===== src/sv/bslp_pkg.sv =====
// Shared types and constants for the button short/long press detector.
// Used by bslp_step and button_short_long_press; depends on nothing.
`timescale 1ns / 1ps

package bslp_pkg;

  // Elapsed-tick counter width and configuration register width
  localparam int COUNT_WIDTH = 16;
  localparam int CFG_W       = 16;
  localparam int CMP_W       = (COUNT_WIDTH > CFG_W) ? COUNT_WIDTH : CFG_W;

  // Configuration register indexes
  localparam int CFG_IDX_W = 2;
  localparam logic [CFG_IDX_W-1:0] REG_HOLDOFF = 2'd0;
  localparam logic [CFG_IDX_W-1:0] REG_LONG    = 2'd1;

  localparam logic [CFG_W-1:0] HOLDOFF_RESET = 16'd50;
  localparam logic [CFG_W-1:0] LONG_RESET    = 16'd1000;

  // Phase codes
  localparam logic [2:0] PH_IDLE       = 3'd0;
  localparam logic [2:0] PH_PRESS_HOLD = 3'd1;
  localparam logic [2:0] PH_PRESSED    = 3'd2;
  localparam logic [2:0] PH_WAIT_REL   = 3'd3;
  localparam logic [2:0] PH_REL_HOLD   = 3'd4;

  // Report codes
  localparam logic [1:0] REP_NONE  = 2'd0;
  localparam logic [1:0] REP_SET   = 2'd1;
  localparam logic [1:0] REP_CLEAR = 2'd2;

  localparam logic [COUNT_WIDTH-1:0] COUNT_MAX = {COUNT_WIDTH{1'b1}};

  typedef struct packed {
    logic [2:0]             phase;
    logic [COUNT_WIDTH-1:0] elapsed;
    logic                   short_seen;
    logic                   long_seen;
  } state_t;

  typedef struct packed {
    logic [1:0] short_report;
    logic [1:0] long_report;
  } report_t;

endpackage


===== src/sv/button_short_long_press.sv =====
// Button short/long press detector: input register, one-tick step logic,
// result register. Depends on bslp_pkg and bslp_step.
// Path: an accepted tick goes to the input register, then its result to the
// result register. Throughput: one tick per cycle unless out_ready holds the
// result register, set by the single phase update and compare in between.
// Reset: phase idle, counter and flags zero, hold-off 50 and long limit 1000.
`timescale 1ns / 1ps

module button_short_long_press (
  input  logic                           clk,
  input  logic                           rst,
  input  logic                           in_valid,
  output logic                           in_ready,
  input  logic                           button_level,
  output logic                           out_valid,
  input  logic                           out_ready,
  output logic                           short_flag,
  output logic                           long_flag,
  output logic [1:0]                     short_report,
  output logic [1:0]                     long_report,
  input  logic                           cfg_valid,
  output logic                           cfg_ready,
  input  logic [bslp_pkg::CFG_IDX_W-1:0] cfg_index,
  input  logic [bslp_pkg::CFG_W-1:0]     cfg_data
);

  logic [bslp_pkg::CFG_W-1:0] holdoff;
  logic [bslp_pkg::CFG_W-1:0] long_limit;
  logic                       in_full;
  logic                       level_q;
  logic                       advance;
  bslp_pkg::state_t           state;
  bslp_pkg::state_t           state_next;
  bslp_pkg::report_t          report;

  assign cfg_ready = 1'b1;
  assign advance   = in_full && (!out_valid || out_ready);
  assign in_ready  = !in_full || advance;

  // Configuration registers
  always_ff @(posedge clk) begin
    if (rst) begin
      holdoff    <= bslp_pkg::HOLDOFF_RESET;
      long_limit <= bslp_pkg::LONG_RESET;
    end else if (cfg_valid) begin
      if (cfg_index == bslp_pkg::REG_HOLDOFF) holdoff    <= cfg_data;
      if (cfg_index == bslp_pkg::REG_LONG)    long_limit <= cfg_data;
    end
  end

  // Input register: take a transfer whenever the slot is free or draining
  always_ff @(posedge clk) begin
    if (rst) begin
      in_full <= 1'b0;
    end else if (in_ready) begin
      in_full <= in_valid;
    end
  end

  always_ff @(posedge clk) begin
    if (in_valid && in_ready) level_q <= button_level;
  end

  bslp_step u_step (
    .state      (state),
    .level      (level_q),
    .holdoff    (holdoff),
    .long_limit (long_limit),
    .state_next (state_next),
    .report     (report)
  );

  // Detector state advances once per tick
  always_ff @(posedge clk) begin
    if (rst) begin
      state.phase      <= bslp_pkg::PH_IDLE;
      state.elapsed    <= '0;
      state.short_seen <= 1'b0;
      state.long_seen  <= 1'b0;
    end else if (advance) begin
      state <= state_next;
    end
  end

  // Result register
  always_ff @(posedge clk) begin
    if (rst) begin
      out_valid <= 1'b0;
    end else if (advance) begin
      out_valid <= 1'b1;
    end else if (out_ready) begin
      out_valid <= 1'b0;
    end
  end

  always_ff @(posedge clk) begin
    if (advance) begin
      short_flag   <= state_next.short_seen;
      long_flag    <= state_next.long_seen;
      short_report <= report.short_report;
      long_report  <= report.long_report;
    end
  end

  // Both flags are never set within one press cycle
  assert property (@(posedge clk) disable iff (rst)
    !(state.short_seen && state.long_seen))
    else $error("short and long flags set together");

  // A set report always shows its flag
  assert property (@(posedge clk) disable iff (rst)
    out_valid && (short_report == bslp_pkg::REP_SET) |-> short_flag)
    else $error("short set report without short flag");

  // A clear report comes on the tick that still shows the flag
  assert property (@(posedge clk) disable iff (rst)
    out_valid && (long_report == bslp_pkg::REP_CLEAR) |-> long_flag)
    else $error("long clear report without long flag");

  // State moves only when a tick passes to the result register
  assert property (@(posedge clk) disable iff (rst)
    !advance |=> $stable(state))
    else $error("detector state changed without a tick");

endmodule


===== src/sv/bslp_step.sv =====
// Next-state and report logic for one tick of the press detector.
// Depends on bslp_pkg for the state struct, phase and report codes.
`timescale 1ns / 1ps

module bslp_step (
  input  bslp_pkg::state_t             state,
  input  logic                         level,
  input  logic [bslp_pkg::CFG_W-1:0]   holdoff,
  input  logic [bslp_pkg::CFG_W-1:0]   long_limit,
  output bslp_pkg::state_t             state_next,
  output bslp_pkg::report_t            report
);

  logic [bslp_pkg::COUNT_WIDTH-1:0] elapsed_inc;
  logic [bslp_pkg::CMP_W-1:0]       elapsed_cmp;
  logic [bslp_pkg::CMP_W-1:0]       holdoff_cmp;
  logic [bslp_pkg::CMP_W-1:0]       long_cmp;
  logic                             holdoff_done;
  logic                             past_long;

  // Saturating tick count, then compare at a common width
  assign elapsed_inc  = (state.elapsed != bslp_pkg::COUNT_MAX) ?
                        state.elapsed + bslp_pkg::COUNT_WIDTH'(1) : state.elapsed;
  assign elapsed_cmp  = bslp_pkg::CMP_W'(elapsed_inc);
  assign holdoff_cmp  = bslp_pkg::CMP_W'(holdoff);
  assign long_cmp     = bslp_pkg::CMP_W'(long_limit);
  assign holdoff_done = elapsed_cmp > holdoff_cmp;
  assign past_long    = elapsed_cmp > long_cmp;

  // Phase transitions
  always_comb begin
    state_next         = state;
    state_next.elapsed = elapsed_inc;
    report.short_report = bslp_pkg::REP_NONE;
    report.long_report  = bslp_pkg::REP_NONE;
    case (state.phase)
      bslp_pkg::PH_IDLE: begin
        state_next.short_seen = 1'b0;
        state_next.long_seen  = 1'b0;
        if (level) begin
          state_next.elapsed = '0;
          state_next.phase   = bslp_pkg::PH_PRESS_HOLD;
        end
      end
      bslp_pkg::PH_PRESS_HOLD: begin
        if (holdoff_done) begin
          state_next.phase = level ? bslp_pkg::PH_PRESSED : bslp_pkg::PH_IDLE;
        end
      end
      bslp_pkg::PH_PRESSED: begin
        if (!level) begin
          // A release beyond the long limit is ignored
          if (!past_long) begin
            state_next.short_seen = 1'b1;
            report.short_report   = bslp_pkg::REP_SET;
            state_next.elapsed    = '0;
            state_next.phase      = bslp_pkg::PH_REL_HOLD;
          end
        end else if (past_long) begin
          state_next.long_seen = 1'b1;
          report.long_report   = bslp_pkg::REP_SET;
          state_next.phase     = bslp_pkg::PH_WAIT_REL;
        end
      end
      bslp_pkg::PH_WAIT_REL: begin
        if (!level) begin
          state_next.elapsed = '0;
          state_next.phase   = bslp_pkg::PH_REL_HOLD;
        end
      end
      bslp_pkg::PH_REL_HOLD: begin
        if (holdoff_done) begin
          if (state.short_seen) report.short_report = bslp_pkg::REP_CLEAR;
          if (state.long_seen)  report.long_report  = bslp_pkg::REP_CLEAR;
          state_next.phase = bslp_pkg::PH_IDLE;
        end
      end
      default: begin
        state_next.phase = bslp_pkg::PH_IDLE;
      end
    endcase
  end

endmodule

===== config.mk =====
export PLATFORM = sky130hd
export DESIGN_NAME = button_short_long_press
export DESIGN_NICKNAME = d
export VERILOG_FILES = /design/src/sv/bslp_pkg.sv /design/src/sv/button_short_long_press.sv /design/src/sv/bslp_step.sv
export SDC_FILE = /design/constraint.sdc
export NUM_CORES = 1
export LEC_CHECK = 0
export BUFFER_PORTS_ARGS = -buffer_cell sky130_fd_sc_hd__buf_2
export CAP_MARGIN = 30
export CORE_MARGIN = 5
export CORE_UTILIZATION = 41
export DETAILED_ROUTE_END_ITERATION = 6
export PLACE_DENSITY = 0.62
export RECOVER_POWER = 25
export SLEW_MARGIN = 20
export SYNTH_ARGS = -nofsm -noshare
export SYNTH_HDL_FRONTEND = slang
export SYNTH_HIERARCHICAL = 1
export SYNTH_SLANG_ARGS = --single-unit

===== constraint.sdc =====
create_clock -name clk -period 7.66 [get_ports clk]
set_input_delay 0.766 -clock clk [delete_from_list [all_inputs] [get_ports clk]]
set_output_delay 0.766 -clock clk [all_outputs]
set_load 0.01 [all_outputs]

# Yosys cells after proc, flatten, opt, wreduce, memory -nomap -nowiden
# Cells that the tools add are included.
dict set report totals {
  reg_bits 62
  latchBits 0
  ram_bits 0
  rom_bits 0
  input_bits 24
  output_inout_bits 9
  wordCells 65
  mem_count 0
}
dict set report op_classes {
  addsub 1
  mul 0
  div 0
  n_lt_le_gt_ge 2
  eq_ne 12
  shifts 0
  muxes 25
  n_bitwise 0
  n_reduce_logical 12
}
# op count
set op_table {}
lappend op_table {{16-bit case mux with 3 select lines} 1}
lappend op_table {{19-bit 2-to-1 mux} 2}
lappend op_table {{16-bit greater-than comparator} 2}
lappend op_table {{20-bit 2-to-1 mux} 1}
lappend op_table {{17-bit 2-to-1 mux} 1}
lappend op_table {{16-bit by 1-bit adder with 16-bit output (second input constant)} 1}
lappend op_table {{16-bit 2-to-1 mux} 1}
lappend op_table {{16-bit != test (second input constant)} 1}
lappend op_table {{3-bit case mux with 5 select lines} 1}
lappend op_table {{3-bit 2-to-1 mux} 4}
lappend op_table {{1-bit 2-to-1 mux} 8}
lappend op_table {{4-bit case mux with 2 select lines} 1}
lappend op_table {{7-bit AND reduction} 1}
lappend op_table {{3-bit by 2-bit equality test with 1-bit output (second input constant)} 2}
lappend op_table {{2-bit 2-to-1 mux} 3}
lappend op_table {{4-bit 2-to-1 mux} 1}
lappend op_table {{2-bit by 1-bit != test with 1-bit output (second input constant)} 2}
lappend op_table {{2-bit != test (second input constant)} 2}
lappend op_table {{2-bit case mux with 2 select lines} 1}
lappend op_table {{2-bit AND reduction} 2}
lappend op_table {{3-bit by 1-bit equality test with 1-bit output (second input constant)} 1}
lappend op_table {{3-bit equality test (second input constant)} 1}
lappend op_table {{3-bit zero test} 1}
lappend op_table {{3-bit by 2-bit != test with 1-bit output (second input constant)} 1}
lappend op_table {{7 further kinds} 10}

# Longest topological paths before layout
# Gate-level depths: netlist of the first run.
dict set report logic_depth {
  word_depth 6
  depth_mapped 15
  ltp_nobuf 14
}

# By module
# The synthesis of the first run kept the hierarchy.
# module n_inst cells_per_inst area_per_inst_um2
set modules_own_cells {}
lappend modules_own_cells {button_short_long_press 1 252 2416.1}
lappend modules_own_cells {bslp_step 1 227 1557.7}

# Least setup slack after synthesis of the first run
# Ideal clock, no wire load.
dict set report synth_path {
  path_kind {register -> register}
  startpoint {register, netlist name state[2]}
  endpoint {register, netlist name state[14]}
  setup_time_ns 0.072
  arrival_ns 3.930
  path_slack_ns 3.659
  stages_incl_launch_ff 16
  path_buffers 1
  synth_period_minus_slack_ns 4.001
  path_cell_list {dfxtp_1 ha_1 nand3_1 o41ai_1 nor4_1 xor2_1 ha_1 nand4_1 nor4_1 o21ai_0 o2111ai_1 a311oi_4 buf_6 nor2_1 nand2b_1 mux2i_1}
}

# Worst setup path after layout of the first run
dict set report layout_path {
  startpoint {register, netlist name state[2]}
  endpoint {register, netlist name state[20]}
}
dict set report layout_between {
  elab_chain_cells 5
}
# item line_no
set layout_lines {}
lappend layout_lines {{16-bit by 1-bit adder with 16-bit output / 16-bit != test (equally long branches)} {bslp_step.sv:23, bslp_step.sv:22}}
lappend layout_lines {{16-bit 2-to-1 mux *} bslp_step.sv:22} ;# assign elapsed_inc = (state.elapsed != bslp_pkg::COUNT_MAX) ?
lappend layout_lines {{16-bit greater-than comparator (on tied branches)} {bslp_step.sv:28, bslp_step.sv:27}}
lappend layout_lines {{3-bit by 2-bit != test with 1-bit output (no line), or another cell as far along} n/a}
lappend layout_lines {{7-bit AND reduction (no line) *} n/a}
# Every way passes the cells marked *; elsewhere a longest branch is shown, timed or not.
# A chain may end at the register's enable or synchronous reset.

==> impl_metrics.json, run 1 <==
{
  "status": "finished with violations",
  "violations": "capacitance limit, slew limit",
  "slew_violations": 113,
  "clk_pin_slew_ns": 0.07,
  "critPathMaxStageDelay_ns": 0.74,
  "clk_latency_ns": 0.34,
  "cts_inserted_buffers": 9,
  "yosysWarnings": 6,
  "htreeDepth": 3,
  "crit_fanout": 17,
  "finClkSkew_ns": 0.00942,
  "synth_nets": 534,
  "fin_util_pct": 45.0,
  "worstHoldStart": "holdoff[6]",
  "grtUsageTotal_pct": 15.6,
  "diodes": 0,
  "ctsHoldBuffers": 0,
  "p_comb_share_pct": 9.3,
  "port_buffers": 31,
  "nNetsFinal": 554,
  "die-area_um2": 11800,
  "die_h_um": 108,
  "power_frac_seq_pct": 49.9,
  "power_mw": 0.686,
  "place_ws_ns": 2.81,
  "cp_num_buf_inv": 0,
  "layout-drive-gt1-share_pct": 11.7,
  "p_clk_share_pct": 40.9,
  "via_per_inst": 5.11,
  "synth-main-ff-cell": "dfxtp_1",
  "cts_tree": "done",
  "switching_share_pct": 25.2,
  "postCtsSetupBuffers": 0,
  "reg2reg_from": "state[2]",
  "ir_drop_mv": 0.106,
  "hold_viol": 0,
  "cts_root_buf": "clkbuf_8",
  "routed_wirelength_um": 8650,
  "final_cell_area_um2": 4320,
  "min_path_type": "flop to flop",
  "drt_pre_antenna_iters": 4,
  "critPathLaunch": "state[2]",
  "wl_per_cell_um": 13.6,
  "synthArstFlopShare_pct": 0,
  "dpl.hpwl_um": 6320,
  "yosys.cell_types.count": 54,
  "antenna_found_initial": 0,
  "critical_path_class": "flop to flop",
  "core_um2": 9590,
  "maxSlewHeadroom_pct": -101,
  "period_needed_ns": 4.64,
  "die_x_um": 108,
  "ys_seq_elements": 62,
  "layout_setup_ws_ns": 3.02,
  "grt_overflow": 0,
  "required_ns": 7.82,
  "finalCritPeriodShare_pct": 60.6,
  "ant_nets": 0,
  "tightestPinTransition_ns": 3.01,
  "syn-instance-count": 479,
  "cts.sinks": 62,
  "grt_max_degree": 85,
  "p_per_area_nw_per_um2": 159,
  "max_freq_mhz": 215,
  "regArea_um2": 1310,
  "ios": 33,
  "drv_cap": 2,
  "grt_pass1_wl_um": 14600,
  "globalplace.congestion": 0.839,
  "finalSetupViolations": 0,
  "cp-end-kind": "flop",
  "cp_cell_sequence": "ha_1 > nand3_1 > o41ai_2 > nor4_1 > xor2_1 > ha_1 > nand4_1 > nor4_1 > o21ai_0 > o2111ai_1 > a311oi_4 > a31o_2 > nand2b_1 > mux2i_1",
  "p_leak_nw": 1.75,
  "switchingPower_mw": 0.173,
  "drc": 0,
  "cts_resized": 0,
  "drt_iter0_drc": 93,
  "area_growth_pct": 8.63,
  "seq_area_frac_synth_pct": 33.0,
  "slowest_stage": "o41ai_2",
  "crit_arrival_ns": 4.80,
  "p_int_mw": 0.513,
  "tns_ns": 0,
  "multiInputGateArea_um2": 2350,
  "cp-start-kind": "flop",
  "rsz0062_at_grt": "false",
  "avgSynthCellArea_um2": 8.30,
  "start_util_pct": 41.4,
  "place_area_um2": 4140,
  "num_vias": 3258,
  "cts_buffer_depth": 2,
  "num_rows": 36,
  "syn_area_um2": 3970,
  "synth_edf_count": 7,
  "critPathTopFamily": "compound AO/OA/AOI/OAI gates",
  "n_fill_cell": 1012,
  "grt_pass1_vias": 3155
}
-- state kept, by name (all words and copies together), names as in the netlist --
register and count:
level_q 1, state 21, short_flag 1, in_full 1, long_limit 16, long_flag 1, short_report 2, holdoff 16
long_report 2, out_valid 1
-- routing by layer --
metal / vias up / track usage, % / wire length, µm / part of all wire [%]
met2: 61 / 25.6 / 3960 / 46
met4: 0 / 5.77 / 157 / 1.8
met5: - / 0 / 0 / 0
met3: 17 / 3.16 / 381 / 4.4
met1: 1506 / 20.3 / 4150 / 48
li1: 1674 / - / - / -
-- stage by stage --
step / hold slack, ns / instances
finish: 0.455 / 637
global route: 0.473 / 637
CTS: 0.456 / 637
detailed placement: 0.448 / 621
global placement: 0.446 / 621
floorplan: 0.436 / 479
-- layout by cell type (no fill, tap or decap), drive strengths merged, types with 11 or more instances in the layout --
master / synthesis / layout
dfxtp: 55 / 55
nand4: 11 / 11
nand2b: 43 / 43
ha: 31 / 31
inv: 39 / 39
a21oi: 37 / 37
nor2: 35 / 35
buf: 20 / 30
nand2: 73 / 73
mux2i: 21 / 21
nor3: 21 / 21
clkbuf: 4 / 15
-- power by group through the flow --
stage | clock network (mW) | registers [mW] | logic, mW
6_report | 0.280 | 0.342 | 0.0635
5_1_grt | 0.305 | 0.343 | 0.0711
4_1_cts | 0.289 | 0.342 | 0.0634
3_5_place_dp | 0 | 0.350 | 0.0629
3_3_place_gp | 0 | 0.349 | 0.0619
2_1_floorplan | 0 | 0.348 | 0.0491
-- Yosys cell counts, types with 2 or more instances --
cell | instances | area, µm²
a211oi_1 | 4 | 30.0
xor2_1 | 6 | 52.6
buf_4 | 5 | 37.5
nand3b_1 | 2 | 15.0
a21oi_1 | 37 | 185
nor4_1 | 8 | 50.1
xnor2_1 | 8 | 70.1
inv_1 | 39 | 146
nor3_1 | 19 | 95.1
o21ai_0 | 6 | 30.0
ha_1 | 31 | 388
mux2_2 | 2 | 22.5
clkbuf_1 | 4 | 15.0
nor3_2 | 2 | 20.0
dfxtp_1 | 55 | 1100
nor2_1 | 35 | 131
nand2_1 | 73 | 274
and3_1 | 3 | 18.8
nand3_1 | 8 | 40.0
nand2b_1 | 43 | 269
a2111o_1 | 2 | 22.5
nand4_1 | 10 | 62.6
a21o_1 | 4 | 30.0
o2111ai_1 | 2 | 17.5
nor2b_1 | 3 | 18.8
edfxtp_1 | 7 | 210
mux2i_1 | 21 | 210
buf_2 | 7 | 35.0
buf_6 | 8 | 90.1
-- final timing paths --
kind / to / slack (ns) / cells after the start
max: state[20] / 3.02 / 14
min: holdoff[6] / 0.45 / 2
max reg2reg: state[20] / 3.02 / 14
min reg2reg: holdoff[6] / 0.45 / 2
-- worst register-to-register path, cell delays in order (launching register included) --
cell	delay [ns]
dfxtp_1	0.41
ha_1	0.22
nand3_1	0.22
o41ai_2	0.74
nor4_1	0.18
xor2_1	0.23
ha_1	0.35
nand4_1	0.15
nor4_1	0.56
o21ai_0	0.22
o2111ai_1	0.36
a311oi_4	0.37
a31o_2	0.32
nand2b_1	0.07
mux2i_1	0.08
-- cell type report --
type                            count  area share (%)
Clock inverter                      4            1.10
Tap cell                          133            3.86
Inverter                           39            3.39
Clock buffer                       12            3.13
Sequential cell                    62            30.4
Multi-Input combinational cell    354            54.4
Timing Repair Buffer               33            3.74
-- kinds of logic (layout without fill, tap and decap cells) --
family,Yosys count,count (layout),synth area share (%)
adders and majority gates,31,31,9.76
muxes,23,23,5.86
xor gates and xnor gates,15,15,3.65
AOI/OAI and AO/OA,67,67,11.0
DFF,62,62,33.0
buffers and inverters,63,88,8.15
and+or+nand+nor,217,217,28.5
other,1,1,0.0944
Note: power is estimated with default switching activity, not from simulation.
==> inputs of run 2 (changes only) <==
PLACE_DENSITY = 0.64   (was 0.62)
clock period = 4.1 ns   (was 7.66 ns; I/O delays follow)
==> impl_metrics.json, run 2 (same netlist as run 1, synthesis figures left out) <==
{
  "wl_met3_um": 487,
  "slowest_stage": "a2111o_1",
  "maxUsedRoutingLayer": "met4",
  "routed_wirelength_um": 8810,
  "drt_pre_antenna_iters": 4,
  "port_buffers": 31,
  "die-area_um2": 11800,
  "globalplace.congestion": 0.901,
  "grt_pass1_vias": 3094,
  "die_h_um": 108,
  "cp-end-kind": "flop",
  "critPathLaunch": "state[2]",
  "largest_register": "state",
  "num_vias": 3303,
  "clk_pin_slew_ns": 0.08,
  "cp_cell_sequence": "ha_1 > nand3_1 > buf_4 > nor4_4 > nor3_1 > xor2_1 > ha_1 > a21oi_1 > a21boi_0 > o31ai_1 > o2111ai_2 > a2111o_1 > a21oi_1 > nand2b_1 > mux2i_1",
  "critPathMaxStageDelay_ns": 0.47,
  "drc": 0,
  "layout_commonest_cell": "nand2_1",
  "status": "finished, final reports clean",
  "ctsHoldBuffers": 0,
  "cts_inserted_buffers": 9,
  "tightestPinTransition_ns": 0.744,
  "reg2reg_from": "state[2]",
  "largest_reg_flops": 21,
  "crit_fanout": 6,
  "crit_arrival_ns": 4.21,
  "tns_ns": 0,
  "dpl.hpwl_um": 6420,
  "r2r-end": "state[1]",
  "max_freq_mhz": 254,
  "via_per_inst": 5.08,
  "wl_per_cell_um": 13.5,
  "grt_overflow": 0,
  "period_needed_ns": 3.94,
  "nNetsFinal": 567,
  "finalCritPeriodShare_pct": 96.0,
  "core_um2": 9590,
  "cp-start-kind": "flop",
  "final_cell_mix": "73 x nand2_1, 55 x dfxtp_1, 43 x nand2b_1",
  "grt_pass1_wl_um": 14600,
  "place_ws_ns": 0.177,
  "grt_max_degree": 75,
  "ant_nets": 0,
  "p_leak_nw": 1.83,
  "maxSlewHeadroom_pct": 50.4,
  "cts_root_buf": "clkbuf_8",
  "finClkSkew_ns": 0.0122,
  "worstHoldStart": "button_level",
  "min_path_type": "input pin to flop",
  "p_per_area_nw_per_um2": 286,
  "wl_met1_um": 4120,
  "cts_tree": "done",
  "rrSetupSlack_ns": 0.16,
  "area_growth_pct": 11.5,
  "critical_path_class": "flop to flop",
  "min_to": "level_q",
  "antenna_found_initial": 0,
  "hold_viol": 0,
  "finalSetupViolations": 0,
  "largestRegisters": "state (21), holdoff (16), long_limit (16)",
  "die_x_um": 108,
  "clk_latency_ns": 0.35,
  "reg2reg_depth": 15,
  "layout_setup_ws_ns": 0.164,
  "drv_cap": 0,
  "grtUsageTotal_pct": 15.6,
  "drt_iter0_drc": 169,
  "ir_drop_mv": 0.150,
  "htreeDepth": 3,
  "cts_buffer_depth": 2,
  "diodes": 0,
  "worstHoldPathCells": 1,
  "cts.sinks": 62,
  "required_ns": 4.38,
  "num_rows": 36,
  "layout-drive-gt1-share_pct": 14.7,
  "slew_violations": 0,
  "ios": 33,
  "wl_met2_um": 4090,
  "start_util_pct": 41.4
}
[run 2: how the worst max path moves through the flow]
| stage | to | cells past startpoint |
|---|---|---|
| CTS | state[1] | 15 |
| floorplan | state[14] | 15 |
| global route | state[5] | 16 |
| finish | state[1] | 15 |
| global placement | state[2] | 17 |
| detailed placement | state[8] | 16 |
[run 2: cell type report]
cell class                      instances  area [µm²]
Fill cell                            1001        5160
Multi-Input combinational cell        354        2360
Sequential cell                        62        1310
Timing Repair Buffer                   46         265
Tap cell                              133         166
Clock buffer                           13         159
Inverter                               39         146
Clock inverter                          3        20.0
[run 2: what timing repair did]
action	CTS	global route
buffers inserted	0	2
resized for setup	0	3
endpoints found under the setup margin	0	17
[run 2: critical path: cells and delay by family, from the launching register on]
family / cells / cell delay, ns
compound gates: 6 / 1.69
xor+xnor: 1 / 0.32
fa+ha+maj: 2 / 0.54
buf+inv: 1 / 0.18
flops: 1 / 0.41
mux: 1 / 0.14
simple gates: 4 / 0.58
[run 2: layer usage]
metal | global-route usage (%) | vias to the layer above
met5 | 0 | -
met4 | 4.15 | 0
met3 | 3.64 | 8
li1 | - | 1700
met1 | 21.3 | 1519
met2 | 24.7 | 76
[run 2: report_power, final]
group	internal (mW)	leakage (nW)	total (mW)	switching, mW
registers	0.629	0.513	0.639	0.0104
logic	0.0485	1.23	0.117	0.0680
clock network	0.252	0.0857	0.510	0.258
total	0.929	1.83	1.27	0.336
[run 2: metrics by stage]
stage	instances	power, mW	hold WS (ns)	utilization, %	cell area [µm²]
finish	650	1.27	0.235	46.2	4430
global route	650	1.32	0.223	46.2	4430
CTS	648	1.28	0.223	45.8	4400
detailed placement	632	0.770	0.449	44.0	4220
global placement	632	0.767	0.444	44.0	4220
floorplan	479	0.742	0.436	-	3970
==> inputs of run 3 (changes only) <==
CORE_UTILIZATION = 50   (was 41)
PLACE_DENSITY = 0.75   (was 0.64)
==> impl_metrics.json, run 3 (same netlist as run 1, synthesis figures left out) <==
{
  "nNetsFinal": 566,
  "drt_iter0_drc": 156,
  "die_x_um": 99.2,
  "finalCritPeriodShare_pct": 95.1,
  "cts.sinks": 62,
  "diodes": 0,
  "slew_violations": 18,
  "multiInputGateArea_um2": 2370,
  "grt_pass1_vias": 3147,
  "hold_viol": 0,
  "finalSetupViolations": 0,
  "maxSlewHeadroom_pct": -35.6,
  "core_um2": 7730,
  "drc": 0,
  "largestRegisters": "state (21), holdoff (16), long_limit (16)",
  "reg2reg_depth": 16,
  "clk_latency_ns": 0.35,
  "layout-drive-gt1-share_pct": 15.1,
  "cp-start-kind": "flop",
  "crit_arrival_ns": 4.12,
  "cp_cell_sequence": "ha_1 > nand3_2 > o41ai_2 > buf_4 > nor4_2 > xor2_1 > ha_1 > nand4_1 > nor4_2 > o21ai_0 > o2111ai_2 > a311oi_4 > buf_4 > a31o_2 > nand2b_1 > mux2i_1",
  "port_buffers": 31,
  "die-area_um2": 9830,
  "ir_drop_mv": 0.186,
  "fin_util_pct": 57.4,
  "start_util_pct": 51.4,
  "globalplace.congestion": 0.887,
  "slowest_stage": "dfxtp_1",
  "antenna_found_initial": 0,
  "layout_setup_ws_ns": 0.202,
  "p_per_area_nw_per_um2": 299,
  "min_path_type": "input pin to flop",
  "htreeDepth": 3,
  "worstHoldPathCells": 1,
  "die_h_um": 99.2,
  "cts_inserted_buffers": 9,
  "largest_register": "state",
  "placed_cells": 598,
  "wl_per_cell_um": 14.2,
  "cts_buffer_depth": 2,
  "via_per_inst": 5.40,
  "routed_wirelength_um": 8750,
  "grt_overflow": 0,
  "largest_reg_flops": 21,
  "place_ws_ns": 0.0474,
  "grt_max_degree": 51,
  "tightestPinTransition_ns": 2.03,
  "ctsHoldBuffers": 0,
  "layout_commonest_cell": "nand2_1",
  "rsz0062_at_grt": "false",
  "tns_ns": 0,
  "power_mw": 1.33,
  "clk_pin_slew_ns": 0.08,
  "cp-end-kind": "flop",
  "drt_pre_antenna_iters": 4,
  "n_fill_cell": 688,
  "cts_tree": "done",
  "max_freq_mhz": 257,
  "cts_root_buf": "clkbuf_8",
  "grtUsageTotal_pct": 18.2,
  "num_vias": 3335,
  "violations": "capacitance limit, slew limit",
  "grt_pass1_wl_um": 14600,
  "num_rows": 32,
  "finClkSkew_ns": 0.0105,
  "hold_slack_ns": 0.232,
  "period_needed_ns": 3.90,
  "ant_nets": 0,
  "crit_fanout": 7,
  "final_cell_area_um2": 4430,
  "regArea_um2": 1310,
  "status": "finished with violations",
  "ios": 33,
  "critical_path_class": "flop to flop",
  "dpl.hpwl_um": 6340,
  "critPathMaxStageDelay_ns": 0.42,
  "fin_cells": 618,
  "drv_cap": 1,
  "area_growth_pct": 11.6,
  "required_ns": 4.32,
  "p_leak_nw": 1.85,
  "final_cell_mix": "73 x nand2_1, 55 x dfxtp_1, 43 x nand2b_1",
  "place_area_um2": 4170
}
==> run 3: per-layer routing <==
layer	GRT usage, %	routed length (µm)	vias to the layer above
li1	-	-	1701
met1	24.0	4210	1546
met2	28.4	4020	69
met3	4.56	337	19
met4	7.77	179	0
met5	0	0	-
==> run 3: cell type report <==
type,instances,share of cell area [%]
Timing Repair Buffer,45,6.10
Inverter,39,3.30
Sequential cell,62,29.6
Clock buffer,11,3.44
Tap cell,102,2.88
Clock inverter,5,1.27
Multi-Input combinational cell,354,53.4
==> run 3: power breakdown <==
group	total (mW)	internal, mW	switching [mW]
logic	0.117	0.0483	0.0689
clock network	0.569	0.317	0.253
registers	0.640	0.629	0.0110
total	1.33	0.994	0.333
==> run 3: repair_timing <==
item                                   CTS  global route
cloned                                   0             0
setup endpoints to repair                1            22
setup buffers                            2             2
endpoints found under the hold margin    0             0
resized for setup                        0             6
pin swaps                                1             3
==> run 3: final timing paths <==
| check | from | to | slack [ns] |
|---|---|---|---|
| setup / recovery | state[2] | state[20] | 0.20 |
| hold / removal | button_level | level_q | 0.23 |
| setup reg to reg | state[2] | state[20] | 0.20 |
| hold reg to reg | holdoff[2] | holdoff[2] | 0.46 |
==> run 3: worst max-delay path, delay by kind of cell, from the launching register on <==
kind,cells,cell delay (ns)
muxes,1,0.06
xor gates and xnor gates,1,0.19
DFF,1,0.42
and+or+nand+nor,5,0.90
adders and majority gates,2,0.60
buffers and inverters,2,0.38
AOI/OAI and AO/OA,5,1.20
